### src/rtl/core/spb_ram.sv
// Generic single-write, single-read RAM with registered read data.
// No dependencies.
`default_nettype none
module spb_ram #(
  parameter int WIDTH = 32,
  parameter int DEPTH = 16
) (
  input  wire logic                     clk,
  input  wire logic                     we,
  input  wire logic [$clog2(DEPTH)-1:0] waddr,
  input  wire logic [WIDTH-1:0]         wdata,
  input  wire logic [$clog2(DEPTH)-1:0] raddr,
  output logic      [WIDTH-1:0]         rdata
);
  logic [WIDTH-1:0] mem [DEPTH];

  always_ff @(posedge clk) begin
    if (we) begin
      mem[waddr] <= wdata;
    end
    rdata <= mem[raddr];
  end
endmodule
`default_nettype wire

### config.mk
export PLATFORM = sky130hd
export DESIGN_NAME = spb_ram
export DESIGN_NICKNAME = d
export VERILOG_FILES = /design/src/rtl/core/spb_ram.sv
export SDC_FILE = /design/constraint.sdc
export NUM_CORES = 1
export LEC_CHECK = 0
export BUFFER_PORTS_ARGS = -buffer_cell sky130_fd_sc_hd__buf_2
export CELL_PAD_IN_SITES_DETAIL_PLACEMENT = 0
export CELL_PAD_IN_SITES_GLOBAL_PLACEMENT = 1
export CORE_MARGIN = 2
export CORE_UTILIZATION = 59
export DETAILED_ROUTE_END_ITERATION = 8
export GPL_TIMING_DRIVEN = 0
export PLACE_DENSITY_LB_ADDON = 0.1
export SYNTH_ARGS = -nofsm -noshare
export SYNTH_HDL_FRONTEND = slang
export SYNTH_SLANG_ARGS = --single-unit
### constraint.sdc
create_clock -name clk -period 7.8 [get_ports clk]
set_clock_uncertainty 0.1 [all_clocks]
set_input_delay 0.78 -clock clk [delete_from_list [all_inputs] [get_ports clk]]
set_output_delay 0.78 -clock clk [all_outputs]
set_load 0.03 [all_outputs]
## Word level (Yosys, flattened, before mapping)

Memory sizes are Yosys's and may differ from the RTL's. A register that Yosys moved wholly into a read port is not among the register bits.
Index checks and enable logic that the tools add are counted.

| storage, ports and cells | value |
|---|---|
| flip-flop bits (word level) | 0 |
| input port bits | 42 |
| logic and storage cells | 3 |
| output and inout port bits | 32 |
| memories | 1 |
| RAM bits | 512 |

| cells by class | value |
|---|---|
| muxes and demuxes | 2 |

Memory list:

| name | words | width | rd ports | clocked after memory_dff | write ports | RTL line | source |
|---|---|---|---|---|---|---|---|
| mem | 16 | 32 | 1 | 1 | 1 | 15 | `logic [WIDTH-1:0] mem [DEPTH];` |

Operators with widths:

| kind | number |
|---|---|
| $mux W1 | 2 |

## Depth between registers and ports, before layout

| logic depth | value |
|---|---|
| depth after elaboration | 2 |
| depth in mapped cells | 5 |
| gate-level depth less buffers | 3 |

## Least setup slack after synthesis

No wires, ideal clock.

| timing | value |
|---|---|
| kind | input to register |
| start point | in waddr[2] |
| end point | mem mem[0][0] (enable) |
| slack | 3,740 ps |
| cell stages on the path | 2 |
| arrival time | 3,498 ps |
| path buffers | 0 |
| library setup time | 461 ps |
| data required time | 7,239 ps |
| cells stage by stage | or3b_2 > nor3_1 |

RTL lines:

| what | RTL line | source |
|---|---|---|
| from (decl) | 10 | `input wire logic [$clog2(DEPTH)-1:0] waddr,` |
| to (decl) | 15 |  |

No word-level cell before the write port.

## Worst setup path in the final report

| timing | value |
|---|---|
| start point | in waddr[2] |
| end point | mem mem[8][11] (enable) |

No word-level cell before the write port.

==> flow_metrics.py <==
metrics = {
    "status": {
        "outcome": "complete, no violations",
    },
    "cells_and_area": {
        "drive_above_1_share": 0.3233,
        "layoutNonFillerInstCount": 1478,
        "num-fill-cells": 2107,
        "area_growth_syn_to_layout_pct": 15.81,
        "diodes": 0,
        "num-nets-final": 1030,
    },
    "synthesis": {
        "synth_top_area_share": 0.7744,
        "ys.flop_type": "edfxtp_1",
        "syn_area_per_cell_um2": 23.69,
        "synth_nets": 880,
        "synth_seq_cells": 544,
        "synth-edff-count": 512,
        "syn_area_um2": 19850,
        "synth.most_common_cell": "edfxtp_1",
        "synth_seq_area_share": 0.8067,
        "synthTopCellsByArea": "edfxtp_1 (77%), mux4_2 (15%), dfxtp_1 (3.2%)",
        "synth_commonest_cells": "edfxtp_1 (512), mux4_2 (128), a22oi_1 (64)",
        "synth_cell_types": 18,
        "synthArstFlopShare": 0,
        "synth_warnings": 0,
        "yosysTopAreaCell": "edfxtp_1",
        "syn_inst": 838,
    },
    "routing": {
        "post_drt_wl_per_cell_um": 28.11,
        "drtIter0Drc": 855,
        "antenna_left": 0,
        "num_vias": 9230,
        "drc": 0,
        "drt_wl_total_um": 41550,
        "via_per_inst": 6.245,
        "drt_pass1_iterations": 5,
    },
    "clock_network": {
        "htree_num_levels": 2,
        "ctsResizeCount": 0,
        "cts_tree": "yes",
        "cts_hold_buf": 0,
        "clkTransAtPathRegs_ns": 0.06,
        "numCtsBuffers": 51,
        "clockBufferDepth": 3,
        "numClockSinks": 544,
        "clock_latency_ns": 0.55,
        "postCtsSetupBuffers": 0,
        "cts-root-buf": "clkbuf_16",
    },
    "worst_setup_path": {
        "worstPathCellList": "buf_2 > nand3b_1 > nor3_2 > buf_6 > buf_4",
        "end_kind": "flip-flop",
        "max_stage_delay_ns": 0.83,
        "critPathTopFamily": "simple AND/OR/NAND/NOR gates",
        "worstPathRequired_ns": 7.94,
        "arrival_ns": 2.63,
        "reg2reg_from": "mem[9][17]$_DFFE_PP_",
        "cp-start-kind": "primary input",
        "worst-setup-path-type": "primary input to flip-flop",
        "slowest_stage": "nor3_2",
        "cp_num_buf_inv": 3,
        "crit_path_start": "waddr[2]",
        "crit_fanout": 9,
    },
    "sta": {
        "setup_violations": 0,
        "rsz0062_at_grt": "no",
        "max_freq_mhz": 401.2,
        "finalCritPeriodShare": 0.3195,
        "tns_ns": 0,
        "final_max_slew_viol_count": 0,
        "relSlewSlack": 0.3245,
        "worstMarginPinSlew_ns": 1.008,
        "hold_viol_final": 0,
        "fin_crit_ns": 2.492,
    },
    "hold_path": {
        "hold_path_class": "primary input to flip-flop",
        "hp-start": "wdata[23]",
    },
    "power_and_ir_drop": {
        "switching_share": 0.2006,
        "intPower_w": 0.004865,
        "seqPwrFrac": 0.540,
        "power_density_nw_per_um2": 264.7,
        "peakVddDrop_mv": 0.2452,
        "p_switching_w": 0.001221,
        "combinationalPowerShare": 0.055,
        "leakagePower_nw": 7.439,
        "pwr-share-clk": 0.406,
    },
    "die": {
        "rows": 67,
        "dieArea_um2": 35130,
        "initial_core_util": 0.5951,
        "die_h_um": 187.4,
        "die_width_um": 187.4,
        "pin_count": 74,
        "coreArea_um2": 33360,
    },
    "flow_run": {
        "max-cap-violations": 0,
    },
    "global_routing": {
        "grt_pass1_wl_um": 61910,
        "grt_pass1_vias": 9771,
        "track_usage": 0.2439,
        "antenna_found_initial": 1,
        "grt_max_degree": 23,
        "gr-total-overflow": 0,
    },
    "place": {
        "place_congestion": 0.7183,
        "io_buffers": 71,
        "hpwl_um": 26050,
        "place_inst": 1383,
    },
}
-- final timing paths --
kind | to | slack (ns) | cells past startpoint
setup / recovery | mem[8][11]$_DFFE_PP_ | 5.31 | 5
hold / removal | mem[14][23]$_DFFE_PP_ | 0.49 | 1
setup reg to reg | rdata[17]$_DFF_P_ | 6.29 | 3
hold reg to reg | rdata[22]$_DFF_P_ | 0.57 | 3
-- power groups by stage --
stage	sequential [W]	combinational, W	clock, W
floorplan	0.00338	0.000157	0
global placement	0.00335	0.000312	0
detailed placement	0.00335	0.000334	0
CTS	0.00329	0.000337	0.00251
global route	0.00329	0.000354	0.00262
finish	0.00329	0.000332	0.00247
-- kinds of logic (layout without fill, tap and decap cells) --
logic type | count (synthesis) | in the layout | share of synthesized area
buffers and inverters | 43 | 235 | 0.01122
muxes | 128 | 128 | 0.1452
and+or+nand+nor | 59 | 59 | 0.01273
DFF | 544 | 544 | 0.8067
AOI/OAI and AO/OA | 64 | 64 | 0.02420
-- cell type report --
class / count / area (um2) / area share
Sequential cell: 544 / 16020 / 0.6966
Multi-Input combinational cell: 251 / 3726 / 0.1621
Clock buffer: 74 / 1475 / 0.06416
Timing Repair Buffer: 97 / 768.2 / 0.03341
Tap cell: 448 / 560.5 / 0.02438
Clock inverter: 21 / 224.0 / 0.009741
Buffer: 43 / 222.7 / 0.009687
-- cell usage in the layout, fill, tap and decap left out, types with 3 or more instances in the layout --
cell         n
clkinv_1     7
nor2_4      12
nor3_2       4
clkbuf_16   53
buf_4       14
clkbuf_8     7
buf_1        9
mux4_2     128
bufinv_16    5
buf_6       12
nand2_1     33
clkbuf_1    31
buf_12       9
dfxtp_1     32
edfxtp_1   512
a22oi_1     64
buf_16       3
buf_2       75
clkinv_2     8
-- worst register-to-register path: cells and delay by family, from the launching register on --
kind	cells	cell delay, ns
DFF	1	0.38
muxes	1	0.46
and+or+nand+nor	1	0.12
AOI/OAI and AO/OA	1	0.32
-- sequential cells by signal, summed over array words and instances, names as in the netlist --
register,flops
mem,512
rdata,32
-- routing by layer --
layer  track usage  vias to the layer above  wire length [um]
li1              -                     3880                 -
met1        0.3547                     4887             17100
met2        0.3969                      390             20680
met3       0.03809                       71              2909
met4       0.06420                        2               844
met5             0                        -                11
-- per-stage QoR --
stage | hold slack, ns | utilization | worst slack [ns] | power (W) | area (um2)
after CTS | 0.4752 | 0.6891 | 5.254 | 0.006130 | 22990
after floorplan | 0.5349 | - | 3.740 | 0.003541 | 19850
after global routing | 0.4902 | 0.6891 | 5.212 | 0.006264 | 22990
after detailed placement | 0.5620 | 0.6382 | 4.721 | 0.003682 | 21290
after global placement | 0.5520 | 0.6225 | 1.237 | 0.003657 | 20770
final | 0.4918 | 0.6891 | 5.308 | 0.006086 | 22990
Power figures use the tool's default switching activity.
